--- config.mk ---
export PLATFORM = sky130hd
export DESIGN_NAME = rgb_led_shift_frame_controller
export DESIGN_NICKNAME = d
export VERILOG_FILES = /design/src/design/rsfc_pkg.sv /design/src/design/rsfc_front.sv /design/src/design/rsfc_job_fifo.sv /design/src/design/rsfc_back.sv /design/src/design/rgb_led_shift_frame_controller.sv
export SDC_FILE = /design/constraint.sdc
export NUM_CORES = 1
export LEC_CHECK = 0
export BUFFER_PORTS_ARGS = -buffer_cell sky130_fd_sc_hd__buf_2
export CELL_PAD_IN_SITES_DETAIL_PLACEMENT = 0
export CELL_PAD_IN_SITES_GLOBAL_PLACEMENT = 2
export CORE_MARGIN = 5
export CORE_UTILIZATION = 45
export CTS_CLUSTER_DIAMETER = 150
export DETAILED_ROUTE_END_ITERATION = 16
export GPL_ROUTABILITY_DRIVEN = 1
export PLACE_DENSITY = 0.95
export SYNTH_ARGS = -nofsm -noshare
export SYNTH_HDL_FRONTEND = slang
export SYNTH_HIERARCHICAL = 1
export SYNTH_SLANG_ARGS = --single-unit
--- constraint.sdc ---
create_clock -name clk_i -period 6.75 [get_ports clk_i]
set_input_delay 1.0125 -clock clk_i [delete_from_list [all_inputs] [get_ports clk_i]]
set_output_delay 1.0125 -clock clk_i [all_outputs]
set_load 0.05 [all_outputs]
--- src/design/rsfc_pkg.sv ---
// Shared types, constants and frame-mapping functions for the RGB LED
// shift-frame controller. No dependencies; imported by every module.
`default_nettype none

package rsfc_pkg;

  localparam int FRAME_LEN = 36;
  localparam int FRAME_LAST = FRAME_LEN - 1;
  localparam int CNT_W = $clog2(FRAME_LEN);

  localparam logic [7:0] PWM_OFF = 8'd255;
  localparam logic [7:0] POWER_MAX = 8'd100;
  localparam logic [7:0] POWER_RESET = 8'd100;

  // Swinger LED, single-bit LEDs and the IR LED
  localparam logic [3:0] LED_SWINGER = 4'd6;
  localparam logic [3:0] LED_MONO_A = 4'd7;
  localparam logic [3:0] LED_MONO_B = 4'd8;
  localparam logic [3:0] LED_IR = 4'd9;
  localparam int MONO_A_BIT = 15;
  localparam int MONO_B_BIT = 17;

  localparam logic [3:0] NUM_RGB_LEDS = 4'd7;
  localparam logic [3:0] NUM_COLORS = 4'd8;
  localparam logic [2:0] BAR_MAX = 3'd6;
  localparam logic [2:0] BAR_LAST_LED = 3'd5;
  localparam logic [3:0] COMET_TAIL = 4'd4;

  localparam int JOB_DEPTH = 2;
  localparam int JOB_PTR_W = $clog2(JOB_DEPTH);

  typedef enum logic [1:0] {
    KIND_SET   = 2'd0,
    KIND_BAR   = 2'd1,
    KIND_PUSH  = 2'd2,
    KIND_CLEAR = 2'd3
  } cmd_kind_e;

  // Position of each color channel (row) of each LED (column) in the frame
  localparam logic [4:0] POS_TABLE [3][8] = '{
    '{5'd0, 5'd3, 5'd6, 5'd11, 5'd12, 5'd23, 5'd27, 5'd20},
    '{5'd1, 5'd4, 5'd7, 5'd10, 5'd13, 5'd17, 5'd26, 5'd20},
    '{5'd2, 5'd5, 5'd15, 5'd9, 5'd22, 5'd16, 5'd25, 5'd20}
  };

  // Work handed from the command front end to the serializer
  typedef struct packed {
    logic                 is_shift;
    logic [FRAME_LEN-1:0] frame;
    logic [7:0]           pwm;
    logic                 drv;
    logic                 ir;
    logic                 swg;
  } job_t;

  typedef struct packed {
    logic       shift_valid;
    logic       serial_data;
    logic       latch_pulse;
    logic       last;
    logic [7:0] pwm_compare;
    logic       driver_enable;
    logic       ir_led;
    logic       swinger;
  } result_t;

  function automatic logic [CNT_W-1:0] frame_idx(logic [1:0] ch, logic [2:0] led);
    return CNT_W'(FRAME_LAST - int'(POS_TABLE[ch][led]));
  endfunction

  // Color code to {B,G,R} enables
  function automatic logic [2:0] rgb_mask(logic [2:0] color);
    logic [2:0] m;
    unique case (color)
      3'd0: m = 3'b000;
      3'd1: m = 3'b001;
      3'd2: m = 3'b010;
      3'd3: m = 3'b100;
      3'd4: m = 3'b011;
      3'd5: m = 3'b101;
      3'd6: m = 3'b110;
      default: m = 3'b111;
    endcase
    return m;
  endfunction

  function automatic logic [FRAME_LEN-1:0] put_rgb(logic [FRAME_LEN-1:0] frame,
                                                   logic [2:0] led, logic [2:0] color);
    logic [FRAME_LEN-1:0] f;
    logic [2:0] m;
    f = frame;
    m = rgb_mask(color);
    for (int ch = 0; ch < 3; ch++) begin
      f[frame_idx(2'(ch), led)] = m[ch];
    end
    return f;
  endfunction

endpackage

`default_nettype wire

--- src/design/rsfc_front.sv ---
// Command front end: accepts commands, updates the frame and pin state,
// and queues one job per command. Depends on rsfc_pkg.
`default_nettype none

module rsfc_front (
  input  wire logic                 clk_i,
  input  wire logic                 rst_ni,
  input  wire logic                 cfg_we_i,
  input  wire logic [7:0]           cfg_wdata_i,
  input  wire logic                 accept_i,
  input  wire logic [1:0]           kind_i,
  input  wire logic [3:0]           led_number_i,
  input  wire logic [3:0]           color_i,
  input  wire logic                 reverse_i,
  input  wire logic                 comet_i,
  output rsfc_pkg::job_t            job_o
);
  import rsfc_pkg::*;

  logic [FRAME_LEN-1:0] frame_q, frame_d;
  logic                 ir_q, ir_d;
  logic                 swg_q, swg_d;
  logic [7:0]           cmp_q, cmp_d;
  logic                 drv_q, drv_d;
  logic [7:0]           power_q, power_d;

  logic [FRAME_LEN-1:0] bar_frame;
  logic [2:0]           bar_len;
  logic                 color_on;
  logic                 color_rgb;
  logic                 is_shift;

  assign color_on  = (color_i != 4'd0);
  assign color_rgb = (color_i < NUM_COLORS);
  assign bar_len   = (led_number_i > 4'(BAR_MAX)) ? BAR_MAX : led_number_i[2:0];

  // Bar: clear LEDs 0..5, then light the selected steps
  always_comb begin
    logic [2:0] step;
    logic       lit;
    bar_frame = frame_q;
    for (int j = 0; j <= int'(BAR_LAST_LED); j++) begin
      bar_frame = put_rgb(bar_frame, 3'(j), 3'd0);
    end
    for (int j = 0; j <= int'(BAR_LAST_LED); j++) begin
      step = reverse_i ? (BAR_LAST_LED - 3'(j)) : 3'(j);
      lit  = (step < bar_len) &&
             (!comet_i || ({1'b0, bar_len} <= COMET_TAIL) ||
              (({1'b0, step} + COMET_TAIL) > {1'b0, bar_len}));
      if (lit && color_rgb) begin
        bar_frame = put_rgb(bar_frame, 3'(j), color_i[2:0]);
      end
    end
  end

  always_comb begin
    frame_d  = frame_q;
    ir_d     = ir_q;
    swg_d    = swg_q;
    cmp_d    = cmp_q;
    drv_d    = drv_q;
    power_d  = cfg_we_i ? cfg_wdata_i : power_q;
    is_shift = 1'b0;
    if (accept_i) begin
      unique case (cmd_kind_e'(kind_i))
        KIND_SET: begin
          if (led_number_i < NUM_RGB_LEDS) begin
            if (color_rgb) begin
              frame_d = put_rgb(frame_q, led_number_i[2:0], color_i[2:0]);
            end
            if (led_number_i == LED_SWINGER) begin
              swg_d = color_on;
            end
          end else if (led_number_i == LED_MONO_A) begin
            frame_d[MONO_A_BIT] = color_on;
          end else if (led_number_i == LED_MONO_B) begin
            frame_d[MONO_B_BIT] = color_on;
          end else if (led_number_i == LED_IR) begin
            ir_d = color_on;
          end
        end
        KIND_BAR, KIND_PUSH: begin
          is_shift = 1'b1;
          if (cmd_kind_e'(kind_i) == KIND_BAR) begin
            frame_d = bar_frame;
          end
          // Restore PWM when the driver was switched off
          if (cmp_q == PWM_OFF) begin
            drv_d = 1'b1;
            cmp_d = PWM_OFF - ((power_q > POWER_MAX) ? POWER_MAX : power_q);
          end
        end
        KIND_CLEAR: begin
          frame_d = '0;
          cmp_d   = PWM_OFF;
          drv_d   = 1'b0;
        end
        default: ;
      endcase
    end
  end

  always_comb begin
    job_o.is_shift = is_shift;
    job_o.frame    = frame_d;
    job_o.pwm      = cmp_d;
    job_o.drv      = drv_d;
    job_o.ir       = ir_d;
    job_o.swg      = swg_d;
  end

  always_ff @(posedge clk_i or negedge rst_ni) begin
    if (!rst_ni) begin
      frame_q <= '0;
      ir_q    <= 1'b0;
      swg_q   <= 1'b0;
      cmp_q   <= '0;
      drv_q   <= 1'b1;
      power_q <= POWER_RESET;
    end else begin
      frame_q <= frame_d;
      ir_q    <= ir_d;
      swg_q   <= swg_d;
      cmp_q   <= cmp_d;
      drv_q   <= drv_d;
      power_q <= power_d;
    end
  end

endmodule

`default_nettype wire

--- src/design/rsfc_job_fifo.sv ---
// Short job queue between the command front end and the serializer.
// Depends on rsfc_pkg for the job type and depth.
`default_nettype none

module rsfc_job_fifo (
  input  wire logic     clk_i,
  input  wire logic     rst_ni,
  input  wire logic     wr_en_i,
  input  wire rsfc_pkg::job_t wr_data_i,
  output logic          full_o,
  input  wire logic     rd_en_i,
  output rsfc_pkg::job_t rd_data_o,
  output logic          empty_o
);
  import rsfc_pkg::*;

  job_t                 mem_q [JOB_DEPTH];
  logic [JOB_PTR_W-1:0] wr_ptr_q, rd_ptr_q;
  logic [JOB_PTR_W:0]   count_q;

  assign full_o    = (count_q == (JOB_PTR_W + 1)'(JOB_DEPTH));
  assign empty_o   = (count_q == '0);
  assign rd_data_o = mem_q[rd_ptr_q];

  always_ff @(posedge clk_i) begin
    if (wr_en_i) begin
      mem_q[wr_ptr_q] <= wr_data_i;
    end
  end

  always_ff @(posedge clk_i or negedge rst_ni) begin
    if (!rst_ni) begin
      wr_ptr_q <= '0;
      rd_ptr_q <= '0;
      count_q  <= '0;
    end else begin
      if (wr_en_i) begin
        wr_ptr_q <= wr_ptr_q + 1'b1;
      end
      if (rd_en_i) begin
        rd_ptr_q <= rd_ptr_q + 1'b1;
      end
      if (wr_en_i && !rd_en_i) begin
        count_q <= count_q + 1'b1;
      end else if (rd_en_i && !wr_en_i) begin
        count_q <= count_q - 1'b1;
      end
    end
  end

endmodule

`default_nettype wire

--- src/design/rsfc_back.sv ---
// Serializer back end: turns queued jobs into result items, one per cycle
// while results are taken, through an output register. Depends on rsfc_pkg.
`default_nettype none

module rsfc_back (
  input  wire logic      clk_i,
  input  wire logic      rst_ni,
  input  wire rsfc_pkg::job_t job_i,
  input  wire logic      job_empty_i,
  output logic           job_pop_o,
  input  wire logic      res_pop_i,
  output logic           res_valid_o,
  output rsfc_pkg::result_t res_o
);
  import rsfc_pkg::*;

  logic [CNT_W-1:0] bit_cnt_q, bit_cnt_d;
  logic             valid_q, valid_d;
  result_t          res_q, res_d;
  logic             load;
  logic             final_bit;

  assign load      = !job_empty_i && (!valid_q || res_pop_i);
  assign final_bit = (bit_cnt_q == CNT_W'(FRAME_LAST));
  assign job_pop_o = load && (!job_i.is_shift || final_bit);

  always_comb begin
    res_d.shift_valid   = job_i.is_shift;
    res_d.serial_data   = job_i.is_shift && job_i.frame[bit_cnt_q];
    res_d.latch_pulse   = job_i.is_shift && final_bit;
    res_d.last          = !job_i.is_shift || final_bit;
    res_d.pwm_compare   = job_i.pwm;
    res_d.driver_enable = job_i.drv;
    res_d.ir_led        = job_i.ir;
    res_d.swinger       = job_i.swg;

    bit_cnt_d = bit_cnt_q;
    if (load && job_i.is_shift) begin
      bit_cnt_d = final_bit ? '0 : bit_cnt_q + 1'b1;
    end

    // Hold the result until it is taken, refill in the same cycle
    valid_d = valid_q;
    if (load) begin
      valid_d = 1'b1;
    end else if (res_pop_i) begin
      valid_d = 1'b0;
    end
  end

  always_ff @(posedge clk_i) begin
    if (load) begin
      res_q <= res_d;
    end
  end

  always_ff @(posedge clk_i or negedge rst_ni) begin
    if (!rst_ni) begin
      bit_cnt_q <= '0;
      valid_q   <= 1'b0;
    end else begin
      bit_cnt_q <= bit_cnt_d;
      valid_q   <= valid_d;
    end
  end

  assign res_valid_o = valid_q;
  assign res_o       = res_q;

endmodule

`default_nettype wire

--- src/design/rgb_led_shift_frame_controller.sv ---
// Top level of the RGB LED shift-frame controller: command front end,
// job queue and serializer. Depends on rsfc_pkg, rsfc_front, rsfc_job_fifo, rsfc_back.
//
//   channel   direction  handshake            payload
//   command   in         push / full          kind, led_number, color, reverse, comet
//   result    out        pop / empty          shift_valid .. swinger
//   config    in         cfg_we_i             cfg_wdata_i (power level)
//
// Set and clear give one result; bar and push give 36 results, one per cycle
// while the result side pops every cycle, paced by the serializer bit counter.
// The front end takes a command per cycle until the two-entry job queue fills.
// A stall on the result side holds the output register; the front keeps going.
// Reset is asynchronous and clears state at once; no clearing pass.
`default_nettype none

module rgb_led_shift_frame_controller (
  input  wire logic       clk_i,
  input  wire logic       rst_ni,
  input  wire logic       cfg_we_i,
  input  wire logic [7:0] cfg_wdata_i,
  input  wire logic       push,
  output logic            full,
  input  wire logic [1:0] kind_i,
  input  wire logic [3:0] led_number_i,
  input  wire logic [3:0] color_i,
  input  wire logic       reverse_i,
  input  wire logic       comet_i,
  output logic            empty,
  input  wire logic       pop,
  output logic            shift_valid_o,
  output logic            serial_data_o,
  output logic            latch_pulse_o,
  output logic            last_o,
  output logic [7:0]      pwm_compare_o,
  output logic            driver_enable_o,
  output logic            ir_led_o,
  output logic            swinger_o
);
  import rsfc_pkg::*;

  job_t    new_job, head_job;
  logic    accept;
  logic    job_empty, job_pop;
  logic    res_valid;
  result_t res;

  assign accept = push && !full;

  rsfc_front u_front (
    .clk_i        (clk_i),
    .rst_ni       (rst_ni),
    .cfg_we_i     (cfg_we_i),
    .cfg_wdata_i  (cfg_wdata_i),
    .accept_i     (accept),
    .kind_i       (kind_i),
    .led_number_i (led_number_i),
    .color_i      (color_i),
    .reverse_i    (reverse_i),
    .comet_i      (comet_i),
    .job_o        (new_job)
  );

  rsfc_job_fifo u_fifo (
    .clk_i     (clk_i),
    .rst_ni    (rst_ni),
    .wr_en_i   (accept),
    .wr_data_i (new_job),
    .full_o    (full),
    .rd_en_i   (job_pop),
    .rd_data_o (head_job),
    .empty_o   (job_empty)
  );

  rsfc_back u_back (
    .clk_i       (clk_i),
    .rst_ni      (rst_ni),
    .job_i       (head_job),
    .job_empty_i (job_empty),
    .job_pop_o   (job_pop),
    .res_pop_i   (pop && res_valid),
    .res_valid_o (res_valid),
    .res_o       (res)
  );

  assign empty           = !res_valid;
  assign shift_valid_o   = res.shift_valid;
  assign serial_data_o   = res.serial_data;
  assign latch_pulse_o   = res.latch_pulse;
  assign last_o          = res.last;
  assign pwm_compare_o   = res.pwm_compare;
  assign driver_enable_o = res.driver_enable;
  assign ir_led_o        = res.ir_led;
  assign swinger_o       = res.swinger;

endmodule

`default_nettype wire

==> After elaboration in Yosys (flattened, before gate mapping) <==
Memory sizes are Yosys's and may differ from the RTL's.
Index checks and enable logic that the tools add are counted.
{ "classes": {"n_addsub": 15, "mul": 0, "div": 0, "n_lt_le_gt_ge": 25, "eq_ne": 16, "n_shift": 0, "muxes": 73, "bitwise": 1, "n_reduce_logical": 47} }
{ "op_table": {"columns": ["op", "count"], "rows": [
  ["$mux W36", 4],
  ["$bwmux W36", 3],
  ["$pmux W36 S3", 1],
  ["$mux W33", 1],
  ["$mux W1", 30],
  ["$mux W30", 1],
  ["$mux W5", 6],
  ["$lt A6 B7 Y1 const B", 4],
  ["$mux W27", 1],
  ["$mux W3", 9],
  ["$add A3 B3 Y4 const B", 6],
  ["$gt A4 B3 Y1", 6],
  ["$logic_and A1 B1 Y1", 24],
  ["$mux W24", 1],
  ["$mux W8", 3],
  ["$pmux W3 S7", 1],
  ["$mux W20", 1],
  ["$demux W1 S6", 3],
  ["$ge A6 B1 Y1 const B", 3],
  ["$lt A3 B3 Y1", 6],
  ["$mux W18", 1],
  ["$sub A6 B5 Y6 const A", 3],
  ["$pmux W8 S2", 1],
  ["$mux W15", 1],
  ["32 further kinds", 57]
]} }
{ "totals": {"ff_bits": 81, "latchBits": 0, "ram_bits": 96, "rom_bits": 120, "input_bits": 25, "out_inout_bits": 17, "elab_cells": 200, "n_memories": 4} }
{ "memory_table": {"columns": ["memory", "words", "width", "read_ports", "rd_clocked_by_memory_dff", "write_ports", "line_no", "source"], "rows": [
  ["u_fifo.mem_q", 2, 48, 1, 0, 1, "rsfc_job_fifo.sv:17", "job_t mem_q [JOB_DEPTH];"],
  ["(name not given)", 8, 5, 1, 0, 0, "rsfc_pkg.sv:68", "return CNT_W'(FRAME_LAST - int'(POS_TABLE[ch][led]));"],
  ["(name not given)", 8, 5, 1, 0, 0, "rsfc_pkg.sv:68", null],
  ["(name not given)", 8, 5, 1, 0, 0, "rsfc_pkg.sv:68", null]
]} }

==> Logic depth before layout (Yosys ltp) <==
{ "logic_depth": {"word_depth": 16, "depth_mapped": 17, "mapped_depth_nobuf": 12} }

==> Hierarchy <==
The synthesis kept the hierarchy.
{ "by_module_without_submodules": {"columns": ["module", "instances", "cells_per_inst", "area_each_um2", "seq_area_each_um2"], "rows": [
  ["rsfc_front", 1, 727, 5670.4, 1381.3],
  ["rsfc_job_fifo", 1, 165, 3696.0, 2982.9],
  ["rsfc_back", 1, 85, 1168.6, 625.6],
  ["rgb_led_shift_frame_controller", 1, 3, 23.8, 0.0]
]} }

==> Worst setup path after synthesis <==
No wires, ideal clock.
{ "synth_timing": {"kind": "input to register", "start": "input port led_number_i[0]", "end": "memory u_fifo/mem_q[0][31] in the netlist's numbering (data pin)", "setup_time_ns": 0.271, "arrival_time_ns": 4.209, "required_time_ns": 6.479, "slack_ns": 2.271, "stages": 17, "n_path_buf": 5, "path_cell_list": "buf_2 buf_2 inv_1 ha_1 clkbuf_1 buf_2 nand2_1 nand2_1 inv_1 ha_1 o21ba_2 o211ai_2 or3_1 buf_2 or3_1 o2111ai_1 a21oi_1"} }
{ "synth_lines": {"columns": ["item", "line_no", "source"], "rows": [
  ["from (decl)", "rgb_led_shift_frame_controller.sv:24", "input wire logic [3:0] led_number_i,"],
  ["to (decl)", "rsfc_job_fifo.sv:17", null]
]} }

==> results by stage <==
CTS:
- TritonCTS built the clock tree.
- After clock tree synthesis, the setup repair step added 0 buffers.
- Clock tree synthesis selected as its root buffer the cell sky130_fd_sc_hd__clkbuf_16.
- The cts-stage hold buffer count is 0.
- After clock tree synthesis, the clock-pin slew on the worst setup and hold paths is 0.08 ns.
- The number of gates resized after CTS was 0.
- The clock drives 177 sinks.
- The latest clock arrival within the worst-skew pair is 0.44 ns.
- The clock buffer count from CTS is 17.
- The maximum buffer depth of the clock tree is 2.
- The CTS H-tree depth is 4.

Place:
- The number of port buffers is 41.
- The global placement routability congestion is 0.978.
- The HPWL after detailed placement is 22500 µm.
- Including well taps, the total number of placed cells is 1294.

Drt:
- The detailed-route via count is 8300.
- Once detail routing completed, the nets flagged for antenna violations numbered 0.
- The via count normalized by instance count is 6.26.
- The violation count after the first detailed-route iteration is 835.
- After detailed routing, the average wire length per cell comes to 24.2 µm.
- The number of detailed-routing iterations run before antenna repair is 6.
- For this run, design rule violations remaining after detail routing come to 0.
- The routed wire length is 32000 µm.

Outcome:
- The flow ran to the end, and the final reports show no timing, DRC or antenna violations.

Worst setup path:
- The critical path goes through buf_2, inv_1, ha_1, nand2_1, nand2_1, inv_1, ha_1, o21ba_2, o211ai_2, nor3_1, a22oi_1, a311oi_1, o221ai_1.
- The critical-path maximum fanout is 29.
- The worst setup path is launched from an input port.
- The critical path contains buffers and inverters numbering 3 combined.
- Data on the critical path is required at its endpoint by 6.85 ns.
- The type of element capturing the critical path is a flop.
- The largest single stage delay on the critical path is 0.73 ns.
- The slowest cell on the critical path is sky130_fd_sc_hd__ha_1.
- The critical path in this run is classified as input port to flop.
- The data arrival time of the worst path is 4.86 ns.
- The largest delay contributor family on the critical path is compound AO/OA/AOI/OAI gates.

Final layout:
- The repair_antennas step left the layout with diodes totalling 0.
- Once layout is complete, the utilization of the core stands at 49.9%.
- For this run, the number of standard cells in the final layout without fillers is 1326.
- The synthesis-to-finish area growth is 9.91%.
- For this run, the post-layout net count is 1045.
- The proportion of layout cells with a drive suffix above 1 is 19.6%.

Global routing:
- Entering global routing, the biggest net connects 67 pins.
- The number of antenna violations at the first check in global routing is 0.
- The aggregate global routing overflow is 0.
- The wire length of the first global-routing pass is 48900 µm.
- The number of global-route vias before repair is 7894.
- The total global routing track utilization is 24.2%.

Synthesis:
- The proportion of netlist area held by the largest area contributor is 31.6%.
- The number of enable-type register cells in the synthesized netlist is 111.
- The total of flip-flops plus latches after synthesis is 177.
- The prevailing post-synth register cell is sky130_fd_sc_hd__edfxtp_1.
- The sequential element share of the synthesized area is 47.3%.
- The summed instance area of the synthesized netlist is 10600 µm².
- The Yosys step of the flow raised 6 warnings.
- Among all cell types in the netlist, the one instantiated most often is sky130_fd_sc_hd__edfxtp_1.
- The average cell area after synthesis is 10.8 µm².
- The commonest cells after synthesis are sky130_fd_sc_hd__edfxtp_1 (111), sky130_fd_sc_hd__nand2_1 (99), sky130_fd_sc_hd__nor2_1 (73), sky130_fd_sc_hd__dfrtp_1 (62), sky130_fd_sc_hd__mux2_2 (53).
- The count of unique library cells instantiated by Yosys is 87.
- The net count of the mapped netlist is 1031.
- Of all flip-flops after synthesis, the portion carrying an async set or reset was 37.3%.
- Counting every instance in the synthesized netlist gives 980.
- Ranked by total cell area, the synthesized netlist is headed by sky130_fd_sc_hd__edfxtp_1 (32%), sky130_fd_sc_hd__dfrtp_1 (15%), sky130_fd_sc_hd__mux2_2 (5.7%).
- The top cell type by total area after synthesis is sky130_fd_sc_hd__edfxtp_1.

STA:
- At the pin with the least slew margin, the transition time is 1.17 ns.
- On the final layout, the worst clock skew is 0.0185 ns.
- The number of slew-limit violations in the final report is 0.
- The final critical path takes up 70.5% of the cycle.
- For this run, the top clock speed supported by timing is 210 MHz.
- The number of failing setup endpoints in the final timing report is 0.
- In this run the tightest slew margin relative to its limit is 21.6%.
- The setup TNS is 0 ns.
- The smallest clock period supported by the final layout is computed as 4.76 ns.
- Setup repair after global routing left no endpoint under its margin.
- The final hold violation count is 0.
- The smallest hold slack is 0.485 ns.

Job:
- The reported max-cap violation count is 0.

Pwr:
- IR analysis of the VDD net gives a maximum drop of 0.172 mV.
- For this design the ratio of total power to cell area is 351 nW/µm².
- Summed over all cells, the static leakage comes to 4.31 nW.
- The post-layout total power is 4.07 mW.

Floorplanning:
- For this configuration, the core starts out at a cell density of 45.4%.
- The die span in x is 163 µm.
- The floorplan step defined a die boundary enclosing 26600 µm².
- In this run the standard cell core region covers 23300 µm².
- From bottom edge to top edge, the die measures 163 µm.
- The number of cell rows is 56.
- 42 I/O pins were placed.

Hold path:
- The tightest min-delay check is of the flop to flop type.
[area by class of cell]
cell class	instances	area, µm²
clock buffer	17	425
clock inverter	15	216
multi-input combinational	715	5140
timing repair buffer	59	340
inverter	24	90.1
fill	2095	11700
tap	319	399
sequential	177	4990
[metal layers]
| layer | part of all wire [%] | vias up | track usage, % |
|---|---|---|---|
| li1 | - | 3787 | - |
| met1 | 45 | 4008 | 35.5 |
| met2 | 43 | 432 | 34.9 |
| met3 | 8.0 | 73 | 5.37 |
| met4 | 4.0 | 0 | 9.26 |
| met5 | 0 | - | 0 |
[placed cells by master, fill, tap and decap left out, types with 17 or more instances in the layout]
cell type / n
sky130_fd_sc_hd__edfxtp_1: 111
sky130_fd_sc_hd__nand2_1: 99
sky130_fd_sc_hd__nor2_1: 73
sky130_fd_sc_hd__dfrtp_1: 61
sky130_fd_sc_hd__mux2_2: 53
sky130_fd_sc_hd__o21ai_0: 51
sky130_fd_sc_hd__buf_2: 41
sky130_fd_sc_hd__a21oi_1: 41
sky130_fd_sc_hd__ha_1: 26
sky130_fd_sc_hd__inv_1: 24
sky130_fd_sc_hd__mux2i_1: 24
sky130_fd_sc_hd__nand3_1: 23
sky130_fd_sc_hd__nor3_1: 20
sky130_fd_sc_hd__buf_4: 18
sky130_fd_sc_hd__o221ai_1: 18
sky130_fd_sc_hd__clkbuf_16: 17
sky130_fd_sc_hd__nand2b_1: 17
[metrics by stage]
step | setup WS (ns) | cell area (µm²)
2_1_floorplan | 2.27 | 10600
3_3_place_gp | 1.73 | 11000
3_5_place_dp | 1.65 | 11000
4_1_cts | 2.11 | 11600
5_1_grt | 1.73 | 11600
6_report | 1.99 | 11600
[final timing paths]
check,from,to,slack (ns),depth (start not counted)
setup / recovery,led_number_i[0],u_fifo/mem_q[1][29]$_DFFE_PP_,1.99,13
hold / removal,u_fifo/count_q[1]$_DFFE_PN0P_,u_fifo/count_q[1]$_DFFE_PN0P_,0.48,1
setup reg to reg,u_fifo/count_q[1]$_DFFE_PN0P_,u_fifo/mem_q[0][24]$_DFFE_PP_,3.61,6
hold reg to reg,u_fifo/count_q[1]$_DFFE_PN0P_,u_fifo/count_q[1]$_DFFE_PN0P_,0.48,1
max in group asynchronous,rst_ni,u_fifo/rd_ptr_q$_DFFE_PN0P_,5.31,2
min in group asynchronous,rst_ni,u_fifo/wr_ptr_q$_DFFE_PN0P_,0.79,2
[report_power, final]
group / internal (mW) / leakage [nW] / switching, mW
Combinational: 0.500 / 2.09 / 0.878
Clock: 0.521 / 0.307 / 0.521
Sequential: 1.50 / 1.92 / 0.149
Total: 2.53 / 4.31 / 1.55
[state kept, by name (all words and copies together) (netlist names), 2 cells and up]
signal            cells
u_fifo/mem_q         96
u_front/frame_q      36
u_back/res_o         15
u_front/cmp_q         8
u_front/power_q       8
u_back/bit_cnt_q      6
u_fifo/count_q        2
[worst register-to-register path, cell delays in order (launching register included)]
cell,delay (ns)
sky130_fd_sc_hd__dfrtp_1,0.40
sky130_fd_sc_hd__nor2b_1,0.17
sky130_fd_sc_hd__nor2b_4,0.56
sky130_fd_sc_hd__nand2_1,0.42
sky130_fd_sc_hd__nor2_1,0.68
sky130_fd_sc_hd__o21ai_0,0.23
sky130_fd_sc_hd__o221ai_1,0.42
[logic make-up after synthesis]
kind of cell / Yosys count / share of synthesized area, %
compound gates: 261 / 17.8
buf+inv: 88 / 4.16
simple gates: 323 / 15.5
flops: 177 / 47.3
fa+ha+maj: 26 / 3.08
xor+xnor: 10 / 1.01
mux: 95 / 11.2
(Power assumes the default switching activity.)
